### src/rtl/core/cctm_pkg.sv
`timescale 1ns / 1ps
// ----------------------------------------------------------------------------
// cctm_pkg
// Shared types and constants for the cycle count to microseconds converter.
// ----------------------------------------------------------------------------
package cctm_pkg;

  localparam int CPM_W  = 20;
  localparam int FRAC_W = 31;
  localparam int TIME_W = 64;

  localparam logic [CPM_W-1:0] CPM_RESET = 20'd294912;
  localparam logic [9:0]       SCALE_K   = 10'd1000;

  typedef enum logic [3:0] {
    ST_IDLE,
    ST_DIV_WHOLE,
    ST_SCALE,
    ST_DIV_FRAC,
    ST_MUL_A,
    ST_MUL_B,
    ST_ADD_A,
    ST_ADD_B,
    ST_NANO_A,
    ST_NANO_B,
    ST_OUT
  } state_t;

endpackage

### src/rtl/core/cycle_count_to_microseconds_top.sv
`timescale 1ns / 1ps
// ----------------------------------------------------------------------------
// cycle_count_to_microseconds_top
// Turns samples of a free-running cycle counter into accumulated microseconds
// and nanoseconds, carrying the sub-microsecond remainder between samples.
// ----------------------------------------------------------------------------
// A word's result is loaded into the output register once the bit-serial
// divider has run once over the elapsed count and once over the 31-bit scaled
// leftover, followed by six passes through a shared 64-bit adder, and the
// output register is free. The block takes no new word before the last one
// has been loaded. in_ready is high only while idle; a finished word waits in
// the output register. The first sample after reset returns zero.
// cfg_wr_data of zero divides by one.
// ----------------------------------------------------------------------------
module cycle_count_to_microseconds_top
  import cctm_pkg::*;
#(
  parameter int COUNT_WIDTH = 32
) (
  input  logic                   clk,
  input  logic                   rst_n,
  input  logic                   in_valid,
  output logic                   in_ready,
  input  logic [COUNT_WIDTH-1:0] in_cycle_count,
  output logic                   out_valid,
  input  logic                   out_ready,
  output logic [TIME_W-1:0]      out_elapsed_micros,
  output logic [TIME_W-1:0]      out_elapsed_nanos,
  input  logic                   cfg_wr_en,
  input  logic [CPM_W-1:0]       cfg_wr_data
);

  localparam int DW = (COUNT_WIDTH > FRAC_W) ? COUNT_WIDTH : FRAC_W;
  localparam int SW = $clog2(DW + 1);

  state_t state_r, state_nxt;

  logic [CPM_W-1:0]       cpm_r;
  logic [CPM_W-1:0]       divisor;
  logic [COUNT_WIDTH-1:0] last_count_r;
  logic                   started_r;
  logic [CPM_W-1:0]       carry_r;
  logic [TIME_W-1:0]      total_r;
  logic [TIME_W-1:0]      whole_r;
  logic [FRAC_W-1:0]      scaled_r;
  logic [FRAC_W-1:0]      frac_r;
  logic [TIME_W-1:0]      acc_r;
  logic                   out_valid_r;
  logic [TIME_W-1:0]      out_micros_r;
  logic [TIME_W-1:0]      out_nanos_r;

  logic                   accept;
  logic                   out_load;
  logic [COUNT_WIDTH-1:0] delta;
  logic                   div_start;
  logic [DW-1:0]          div_dividend;
  logic [SW-1:0]          div_steps;
  logic [DW-1:0]          div_quo;
  logic [CPM_W-1:0]       div_rem;
  logic                   div_done;
  logic [FRAC_W-1:0]      scaled_nxt;
  logic [TIME_W-1:0]      alu_a;
  logic [TIME_W-1:0]      alu_b;
  logic                   alu_sub;
  logic [TIME_W-1:0]      alu_sum;

  assign divisor  = (cpm_r == '0) ? CPM_W'(1) : cpm_r;
  assign in_ready = (state_r == ST_IDLE);
  assign accept   = in_valid && in_ready;
  assign out_load = (state_r == ST_OUT) && (!out_valid_r || out_ready);
  assign delta    = in_cycle_count - last_count_r;

  assign scaled_nxt = (FRAC_W'(div_rem) * FRAC_W'(SCALE_K)) + FRAC_W'(carry_r);
  assign alu_sum    = alu_a + (alu_b ^ {TIME_W{alu_sub}}) + TIME_W'(alu_sub);

  cctm_div #(
    .DW (DW),
    .SW (SW)
  ) u_div (
    .clk      (clk),
    .rst_n    (rst_n),
    .start    (div_start),
    .dividend (div_dividend),
    .steps    (div_steps),
    .divisor  (divisor),
    .quo      (div_quo),
    .rem      (div_rem),
    .done     (div_done)
  );

  // next state
  always_comb begin
    state_nxt = state_r;
    case (state_r)
      ST_IDLE: begin
        if (accept) begin
          state_nxt = started_r ? ST_DIV_WHOLE : ST_OUT;
        end
      end
      ST_DIV_WHOLE: begin
        if (div_done) begin
          state_nxt = ST_SCALE;
        end
      end
      ST_SCALE:    state_nxt = ST_DIV_FRAC;
      ST_DIV_FRAC: begin
        if (div_done) begin
          state_nxt = ST_MUL_A;
        end
      end
      ST_MUL_A:  state_nxt = ST_MUL_B;
      ST_MUL_B:  state_nxt = ST_ADD_A;
      ST_ADD_A:  state_nxt = ST_ADD_B;
      ST_ADD_B:  state_nxt = ST_NANO_A;
      ST_NANO_A: state_nxt = ST_NANO_B;
      ST_NANO_B: state_nxt = ST_OUT;
      ST_OUT: begin
        if (out_load) begin
          state_nxt = ST_IDLE;
        end
      end
      default:   state_nxt = ST_IDLE;
    endcase
  end

  // divider and adder controls; x*1000 = (x<<10) - (x<<3) - (x<<4)
  always_comb begin
    div_start    = 1'b0;
    div_dividend = DW'(delta) << (DW - COUNT_WIDTH);
    div_steps    = SW'(COUNT_WIDTH);
    alu_a        = total_r;
    alu_b        = acc_r;
    alu_sub      = 1'b0;
    case (state_r)
      ST_IDLE: begin
        div_start = accept && started_r;
      end
      ST_SCALE: begin
        div_start    = 1'b1;
        div_dividend = DW'(scaled_r) << (DW - FRAC_W);
        div_steps    = SW'(FRAC_W);
      end
      ST_MUL_A: begin
        alu_a   = whole_r << 10;
        alu_b   = whole_r << 3;
        alu_sub = 1'b1;
      end
      ST_MUL_B: begin
        alu_a   = acc_r;
        alu_b   = whole_r << 4;
        alu_sub = 1'b1;
      end
      ST_ADD_A: begin
        alu_a = total_r;
        alu_b = acc_r;
      end
      ST_ADD_B: begin
        alu_a = total_r;
        alu_b = TIME_W'(frac_r);
      end
      ST_NANO_A: begin
        alu_a   = total_r << 10;
        alu_b   = total_r << 3;
        alu_sub = 1'b1;
      end
      ST_NANO_B: begin
        alu_a   = acc_r;
        alu_b   = total_r << 4;
        alu_sub = 1'b1;
      end
      default: begin
        div_start = 1'b0;
      end
    endcase
  end

  always_ff @(posedge clk) begin
    if (!rst_n) begin
      state_r      <= ST_IDLE;
      cpm_r        <= CPM_RESET;
      last_count_r <= '0;
      started_r    <= 1'b0;
      carry_r      <= '0;
      total_r      <= '0;
      out_valid_r  <= 1'b0;
    end else begin
      state_r <= state_nxt;
      if (cfg_wr_en) begin
        cpm_r <= cfg_wr_data;
      end
      if (accept) begin
        last_count_r <= in_cycle_count;
        started_r    <= 1'b1;
      end
      if (state_r == ST_DIV_FRAC && div_done) begin
        carry_r <= div_rem;
      end
      if (state_r == ST_ADD_A || state_r == ST_ADD_B) begin
        total_r <= alu_sum;
      end
      if (out_load) begin
        out_valid_r <= 1'b1;
      end else if (out_ready) begin
        out_valid_r <= 1'b0;
      end
    end
  end

  always_ff @(posedge clk) begin
    if (accept && !started_r) begin
      acc_r <= '0;
    end else if (state_r == ST_MUL_A || state_r == ST_MUL_B ||
                 state_r == ST_NANO_A || state_r == ST_NANO_B) begin
      acc_r <= alu_sum;
    end
    if (state_r == ST_DIV_WHOLE && div_done) begin
      whole_r  <= TIME_W'(div_quo[COUNT_WIDTH-1:0]);
      scaled_r <= scaled_nxt;
    end
    if (state_r == ST_DIV_FRAC && div_done) begin
      frac_r <= div_quo[FRAC_W-1:0];
    end
    if (out_load) begin
      out_micros_r <= total_r;
      out_nanos_r  <= acc_r;
    end
  end

  assign out_valid          = out_valid_r;
  assign out_elapsed_micros = out_micros_r;
  assign out_elapsed_nanos  = out_nanos_r;

endmodule

### src/rtl/core/cctm_div.sv
`timescale 1ns / 1ps
// ----------------------------------------------------------------------------
// cctm_div
// Restoring divider, one quotient bit per cycle. The dividend is loaded
// left-aligned and run for the given number of steps; quotient and remainder
// hold after done until the next start.
// ----------------------------------------------------------------------------
module cctm_div
  import cctm_pkg::*;
#(
  parameter int DW = 32,
  parameter int SW = 6
) (
  input  logic             clk,
  input  logic             rst_n,
  input  logic             start,
  input  logic [DW-1:0]    dividend,
  input  logic [SW-1:0]    steps,
  input  logic [CPM_W-1:0] divisor,
  output logic [DW-1:0]    quo,
  output logic [CPM_W-1:0] rem,
  output logic             done
);

  logic [DW-1:0]    quo_r, quo_nxt;
  logic [CPM_W-1:0] rem_r, rem_nxt;
  logic [SW-1:0]    cnt_r;
  logic             busy_r;
  logic             done_r;
  logic [CPM_W:0]   trial;
  logic [CPM_W:0]   diff;
  logic             ge;

  always_comb begin
    trial   = {rem_r, quo_r[DW-1]};
    diff    = trial - {1'b0, divisor};
    ge      = (trial >= {1'b0, divisor});
    rem_nxt = ge ? diff[CPM_W-1:0] : trial[CPM_W-1:0];
    quo_nxt = {quo_r[DW-2:0], ge};
  end

  always_ff @(posedge clk) begin
    if (!rst_n) begin
      busy_r <= 1'b0;
      done_r <= 1'b0;
      cnt_r  <= '0;
    end else begin
      done_r <= 1'b0;
      if (start) begin
        busy_r <= 1'b1;
        cnt_r  <= steps;
      end else if (busy_r) begin
        cnt_r <= cnt_r - SW'(1);
        if (cnt_r == SW'(1)) begin
          busy_r <= 1'b0;
          done_r <= 1'b1;
        end
      end
    end
  end

  always_ff @(posedge clk) begin
    if (start) begin
      quo_r <= dividend;
      rem_r <= '0;
    end else if (busy_r) begin
      quo_r <= quo_nxt;
      rem_r <= rem_nxt;
    end
  end

  assign quo  = quo_r;
  assign rem  = rem_r;
  assign done = done_r;

endmodule

### config.mk
export PLATFORM = sky130hd
export DESIGN_NAME = cycle_count_to_microseconds_top
export DESIGN_NICKNAME = d
export VERILOG_FILES = /design/src/rtl/core/cctm_pkg.sv /design/src/rtl/core/cycle_count_to_microseconds_top.sv /design/src/rtl/core/cctm_div.sv
export SDC_FILE = /design/constraint.sdc
export NUM_CORES = 1
export LEC_CHECK = 0
export ABC_AREA = 1
export BUFFER_PORTS_ARGS = -buffer_cell sky130_fd_sc_hd__buf_2
export CAP_MARGIN = 20
export CELL_PAD_IN_SITES_DETAIL_PLACEMENT = 1
export CELL_PAD_IN_SITES_GLOBAL_PLACEMENT = 1
export CORE_MARGIN = 2
export CORE_UTILIZATION = 42
export DETAILED_ROUTE_END_ITERATION = 16
export PLACE_DENSITY_LB_ADDON = 0.1
export SLEW_MARGIN = 5
export SYNTH_ARGS = -nofsm -noshare
export SYNTH_HDL_FRONTEND = slang
export SYNTH_SLANG_ARGS = --single-unit
### constraint.sdc
create_clock -name clk -period 6.3 [get_ports clk]
set_input_delay 0.63 -clock clk [delete_from_list [all_inputs] [get_ports clk]]
set_output_delay 0.63 -clock clk [all_outputs]
set_load 0.05 [all_outputs]
# After elaboration in Yosys (flattened, before gate mapping)

Index checks and enable logic that the tools add are counted.

Bits in registers: 488
Bits of input ports: 57
Output and inout port bits: 130
Word-level logic and storage cells: 89

$add $sub $neg: 6
$mul: 1
Magnitude comparators: 1
Equality and inequality tests: 15
Multiplexer cells: 24
Bitwise logic cells: 3
Reductions and logical operators: 21

Operators by type and width:

| operator                | count |
|---|---|
| $pmux W64 S5            | 1 |
| $pmux W64 S3            | 1 |
| $mux W32                | 3 |
| $add A64 B1 Y64         | 1 |
| $add A64 B64 Y64        | 1 |
| $xor A64 B64 Y64        | 1 |
| $pmux W4 S11            | 1 |
| $mux W20                | 2 |
| $sub A32 B32 Y32        | 1 |
| $add A30 B20 Y31        | 1 |
| $mul A20 B7 Y27 const B | 1 |
| $ge A21 B20 Y1          | 1 |
| $logic_not A20 Y1       | 1 |
| $mux W4                 | 5 |
| $sub A20 B20 Y20        | 1 |
| $mux W6                 | 3 |
| $eq A4 B3 Y1 const B    | 4 |
| $eq A4 B4 Y1 const B    | 3 |
| $eq A4 B2 Y1 const B    | 2 |
| $mux W1                 | 7 |
| $eq A6 B1 Y1 const B    | 1 |
| $logic_and A1 B1 Y1     | 6 |
| $ne A2 B1 Y1 const B    | 3 |
| $sub A6 B1 Y6 const B   | 1 |
| other kinds (12)        | 19 |

# Longest topological paths before layout

Depth after elaboration: 6
Mapped depth: 26
Gate-level depth less buffers: 26

# Modules after synthesis

From an unflattened synthesis, not the netlist that was laid out.

Cell total of the unflattened synthesis: 4,150
Area total of the unflattened synthesis: 32,172.1 um^2

By module, submodules not included:

| module                          | times used | cells each | area an instance (um^2) | sequential area each (um^2) |
|---|---|---|---|---|
| cycle_count_to_microseconds_top | 1          | 3,539      | 27,983.1                | 10,790.3 |
| cctm_div                        | 1          | 611        | 4,189.0                 | 1,521.5 |

# Worst setup path before layout

OpenSTA, ideal clock, no wires.

Path kind: register to register
Start point: register state_r[1]
End point: register out_micros_r[0] (netlist: out_elapsed_micros[0]), enable pin
Library setup time: 0.616 ns
Arrival time: 6.060 ns
Data required time: 5.684 ns
Setup slack: -0.377 ns
Stages on the path, launching flop included: 5
Path buffers: 0
Clock period less this slack: 6.677 ns
Cell sequence: dfxtp_1 inv_2 nor2_1 nand2_1 nor2_1

Cells in the longest elaborated chain, start to end: 2

Ends and longest elaborated chain:

| element                  | RTL line                               | text |
|---|---|---|
| start: declaration       | cycle_count_to_microseconds_top.sv:36  | `state_t state_r, state_nxt;` |
| start signal: assignment | cycle_count_to_microseconds_top.sv:187 | `state_r <= state_nxt;` |
| $eq A4 B4 Y1             | cycle_count_to_microseconds_top.sv:70  | `assign out_load = (state_r == ST_OUT) && (!out_valid_r \|\| out_ready);` |
| $logic_and A1 B1 Y1      | cycle_count_to_microseconds_top.sv:70  |  |
| net out_load             | cycle_count_to_microseconds_top.sv:53  | `logic out_load;` |
| end signal: assignment   | cycle_count_to_microseconds_top.sv:224 | `out_micros_r <= total_r;` |
| end: declaration         | cycle_count_to_microseconds_top.sv:49  | `logic [TIME_W-1:0] out_micros_r;` |

The timed path passes the listed nets, and every way through them passes these cells.
A chain may end at the register's enable or synchronous reset.

# Final worst setup path

Start point: register u_div.rem_r[4] (netlist: u_div.rem[4])
End point: register scaled_r[28] (data pin)

Cells in the longest elaborated chain, start to end: 2

Ends and longest elaborated chain:

| element                  | RTL line                               | text |
|---|---|---|
| start: declaration       | cctm_div.sv:26                         | `logic [CPM_W-1:0] rem_r, rem_nxt;` |
| start signal: assignment | cctm_div.sv:68                         | `rem_r <= rem_nxt;` |
| $mul A20 B7 Y27          | cycle_count_to_microseconds_top.sv:73  | `assign scaled_nxt = (FRAC_W'(div_rem) * FRAC_W'(SCALE_K)) + FRAC_W'(carry_r);` |
| $add A30 B20 Y31         | cycle_count_to_microseconds_top.sv:73  |  |
| net scaled_nxt[28]       | cycle_count_to_microseconds_top.sv:61  | `logic [FRAC_W-1:0] scaled_nxt;` |
| end signal: assignment   | cycle_count_to_microseconds_top.sv:218 | `scaled_r <= scaled_nxt;` |
| end: declaration         | cycle_count_to_microseconds_top.sv:45  | `logic [FRAC_W-1:0] scaled_r;` |

The timed path passes the listed nets, and every way through them passes these cells.

==> flow_metrics.env <==
export IMPL_via_count=28176
export IMPL_holdPathStages=3
export IMPL_rrSetupSlack_ns=0.34
export IMPL_period_minus_slack_ns=5.96
export IMPL_clkSinkCount=488
export IMPL_critical_path_max_stage_delay_ns=0.58
export IMPL_clock_skew_ns=0.0543
export IMPL_drv_cap=0
export IMPL_setup_viol=0
export IMPL_wl_per_cell_um=21.5
export IMPL_synth_ff_type="edfxtp_1"
export IMPL_drive_gt1_frac=0.0955
export IMPL_rsz0062_at_grt="no"
export IMPL_hold_end="cpm_r[18]"
export IMPL_layout_commonest_cell="inv_1"
export IMPL_h_tree_depth=2
export IMPL_ir_drop_v=0.000451
export IMPL_die_area_um2=76700
export IMPL_postSynthAreaPerCell_um2=7.97
export IMPL_instances_no_fill=5097
export IMPL_cp_arrival_ns=6.36
export IMPL_status="complete, no violations"
export IMPL_cts_buffers=55
export IMPL_worstHoldStart="cfg_wr_data[18]"
export IMPL_place_congestion=0.997
export IMPL_post_route_util=0.477
export IMPL_synthTopCellsByArea="edfxtp_1 24%, dfxtp_1 15%, inv_1 8.0%"
export IMPL_gr_total_overflow=0
export IMPL_yosys_warnings=0
export IMPL_dp_cells=4990
export IMPL_path_cells="inv_1 > fa_1 > fa_1 > fa_1 > fa_1 > inv_1 > ha_1 > nand2_1 > nor2_2 > o21ai_0 > nand2_1 > a31oi_4 > o21ai_0 > xor2_1 > ha_1 > nand2_1 > nor2_1 > nand4_1 > o211ai_1 > nand3_2 > nor2_4 > nand3_1 > xor2_1"
export IMPL_dpl_hpwl_mm=85.4
export IMPL_grt_usage=0.282
export IMPL_nets=4404
export IMPL_syn_instance_count=3928
export IMPL_drt_iter0_drc=2166
export IMPL_cp_common_cell="fa_1"
export IMPL_clockBufferDepth=3
export IMPL_cts_root_buf="clkbuf_16"
export IMPL_cts_tree="yes"
export IMPL_synth_async_reset_ratio=0
export IMPL_die_w_um=277
export IMPL_detail_route_vias_per_cell=5.53
export IMPL_crit_type="reg2reg"
export IMPL_startpoint_type="flip-flop"
export IMPL_drtPass1Iterations=7
export IMPL_cp_required_ns=6.70
export IMPL_die_h_um=277
export IMPL_slew_violations=0
export IMPL_power_density_nw_per_um2=521
export IMPL_max_freq_mhz=168
export IMPL_synth_seq_cells=488
export IMPL_postLayoutCellArea_um2=35400
export IMPL_syn_num_nets=4252
export IMPL_syn_area_um2=31300
export IMPL_synth_top_area_frac=0.244
export IMPL_synthDistinctLibCells=58
export IMPL_fin_crit_sh=0.946
export IMPL_r2r_start="u_div.rem[4]"
export IMPL_grt_pass1_vias=28329
export IMPL_port_buffers=186
export IMPL_clk_latency_ns=0.66
export IMPL_antenna_found_initial=0
export IMPL_r2r_end="scaled_r[28]"
export IMPL_ios=187
export IMPL_cp_max_fo=6
export IMPL_grt_max_degree=95
export IMPL_initial_core_util=0.422
export IMPL_core_area_um2=74100
export IMPL_yosysSeqAreaShare=0.393
export IMPL_reg2regPathDepth=23
export IMPL_final_hold_violation_count=0
export IMPL_crit_slowest_cell="fa_1"
export IMPL_tightest_slew_ns=0.987
export IMPL_yosys_area_top_type="edfxtp_1"
export IMPL_path_clk_slew_ns=0.06
export IMPL_post_dp_cell_area_um2=33300
export IMPL_critPathCaptureType="flip-flop"
export IMPL_setup_tns_ns=0
export IMPL_row_count=100
export IMPL_hp_class="in2reg"
export IMPL_area_growth_pct=13.0
export IMPL_layout_common_cells="666 x inv_1, 648 x nand2_1, 387 x a21oi_1"
export IMPL_synth_edf_count=254
export IMPL_critical_path_top_delay_family="adder cells"
export IMPL_grt_pass1_wl_mm=169
export IMPL_drc=0
export IMPL_slew_headroom=0.342
export IMPL_antenna_left=0
export IMPL_critical_path_buf_inv_count=2
export IMPL_p_leak_nw=15.4
export IMPL_routed_wl_mm=110
Yosys cell counts (8+ instances only):
cell	n
inv_1	671
nand2_1	652
a21oi_1	389
o21ai_0	322
nor2_1	259
edfxtp_1	254
dfxtp_1	234
ha_1	193
nand3_1	153
clkbuf_1	114
o22ai_1	83
fa_1	74
o211ai_1	68
xor2_1	62
xnor2_1	47
o21bai_1	39
nor3_1	28
a31oi_1	26
o311ai_0	26
nand4_1	25
a22oi_1	22
nor4_1	21
a21o_1	19
o21a_1	17
nand2_2	15
o21ai_1	14
buf_1	9
inv_2	9
a221oi_1	8
cells by family (layout without fill, tap and decap cells):
logic type               Yosys count  after routing  share of synthesized area
AO/OA/AOI/OAI                   1069           1069                      0.196
XOR/XNOR                         110            110                     0.0310
adder cells (fa/ha/maj)          267            267                      0.125
buffers and inverters            812           1011                     0.0978
flip-flops                       488            488                      0.393
other                              0              1                          0
AND/OR/NAND/NOR                 1182           1182                      0.157
sequential cells by signal, summed over array words and instances, names as in the netlist, 31 cells and up:
register	cells
acc_r	64
out_elapsed_micros	64
out_elapsed_nanos	64
total_r	64
last_count_r	32
u_div.quo	32
whole_r	32
frac_r	31
scaled_r	31
where the power goes:
group / internal (W) / switching (W)
combinational: 0.00340 / 0.00673
sequential: 0.00418 / 0.000542
clock: 0.00211 / 0.00146
worst max path at each step:
stage	start	to	slack, ns	cells after the start
2_1_floorplan	u_div.rem[3]	scaled_r[28]	0.77	23
6_report	u_div.rem[4]	scaled_r[28]	0.34	23
4_1_cts	u_div.rem[3]	scaled_r[28]	0.06	23
3_3_place_gp	u_div.rem[3]	scaled_r[28]	0.17	23
5_1_grt	u_div.rem[5]	scaled_r[28]	0.01	23
3_5_place_dp	u_div.rem[3]	scaled_r[28]	-0.004	23
worst reg2reg max path: stages, from the launching register on:
cell      delay [ns]
dfxtp_2         0.36
inv_1           0.22
fa_1            0.51
fa_1            0.59
fa_1            0.47
fa_1            0.52
inv_1           0.04
ha_1            0.33
nand2_1         0.14
nor2_2          0.22
o21ai_0         0.13
nand2_1         0.14
a31oi_4         0.06
o21ai_0         0.24
xor2_1          0.11
ha_1            0.36
nand2_1         0.10
nor2_1          0.19
nand4_1         0.12
o211ai_1        0.29
nand3_2         0.16
nor2_4          0.19
nand3_1         0.11
xor2_1          0.15
routing by layer:
metal / vias up / part of all wire / track usage
met3: 140 / 0.046 / 0.0285
met5: - / 0 / 0
met1: 13823 / 0.46 / 0.393
met4: 0 / 0.025 / 0.0730
li1: 13561 / - / -
met2: 652 / 0.47 / 0.470
per-stage QoR:
step           total power, W  setup slack, ns  hold slack [ns]
3_3_place_gp           0.0146            0.173            0.411
5_1_grt                0.0200           0.0112            0.221
4_1_cts                0.0185           0.0593            0.207
3_5_place_dp           0.0148         -0.00400            0.417
6_report               0.0184            0.342            0.235
2_1_floorplan          0.0119            0.771            0.403
area by class of cell:
cell class / count / area, µm²
multi-input combinational: 2628 / 16000
sequential: 488 / 12300
timing repair buffer: 225 / 1230
clock inverter: 47 / 623
clock buffer: 57 / 1410
inverter: 682 / 2560
tap: 969 / 1210
antenna: 1 / 2.50
fill: 9127 / 38700
what timing repair did:
action | CTS | global route
resized for setup | 1 | 14
buffers inserted | 0 | 2
hold buffers | 0 | 0
setup endpoints to repair | 1 | 8
pin swaps | 0 | 1
Note: power is estimated with default switching activity, not from simulation.
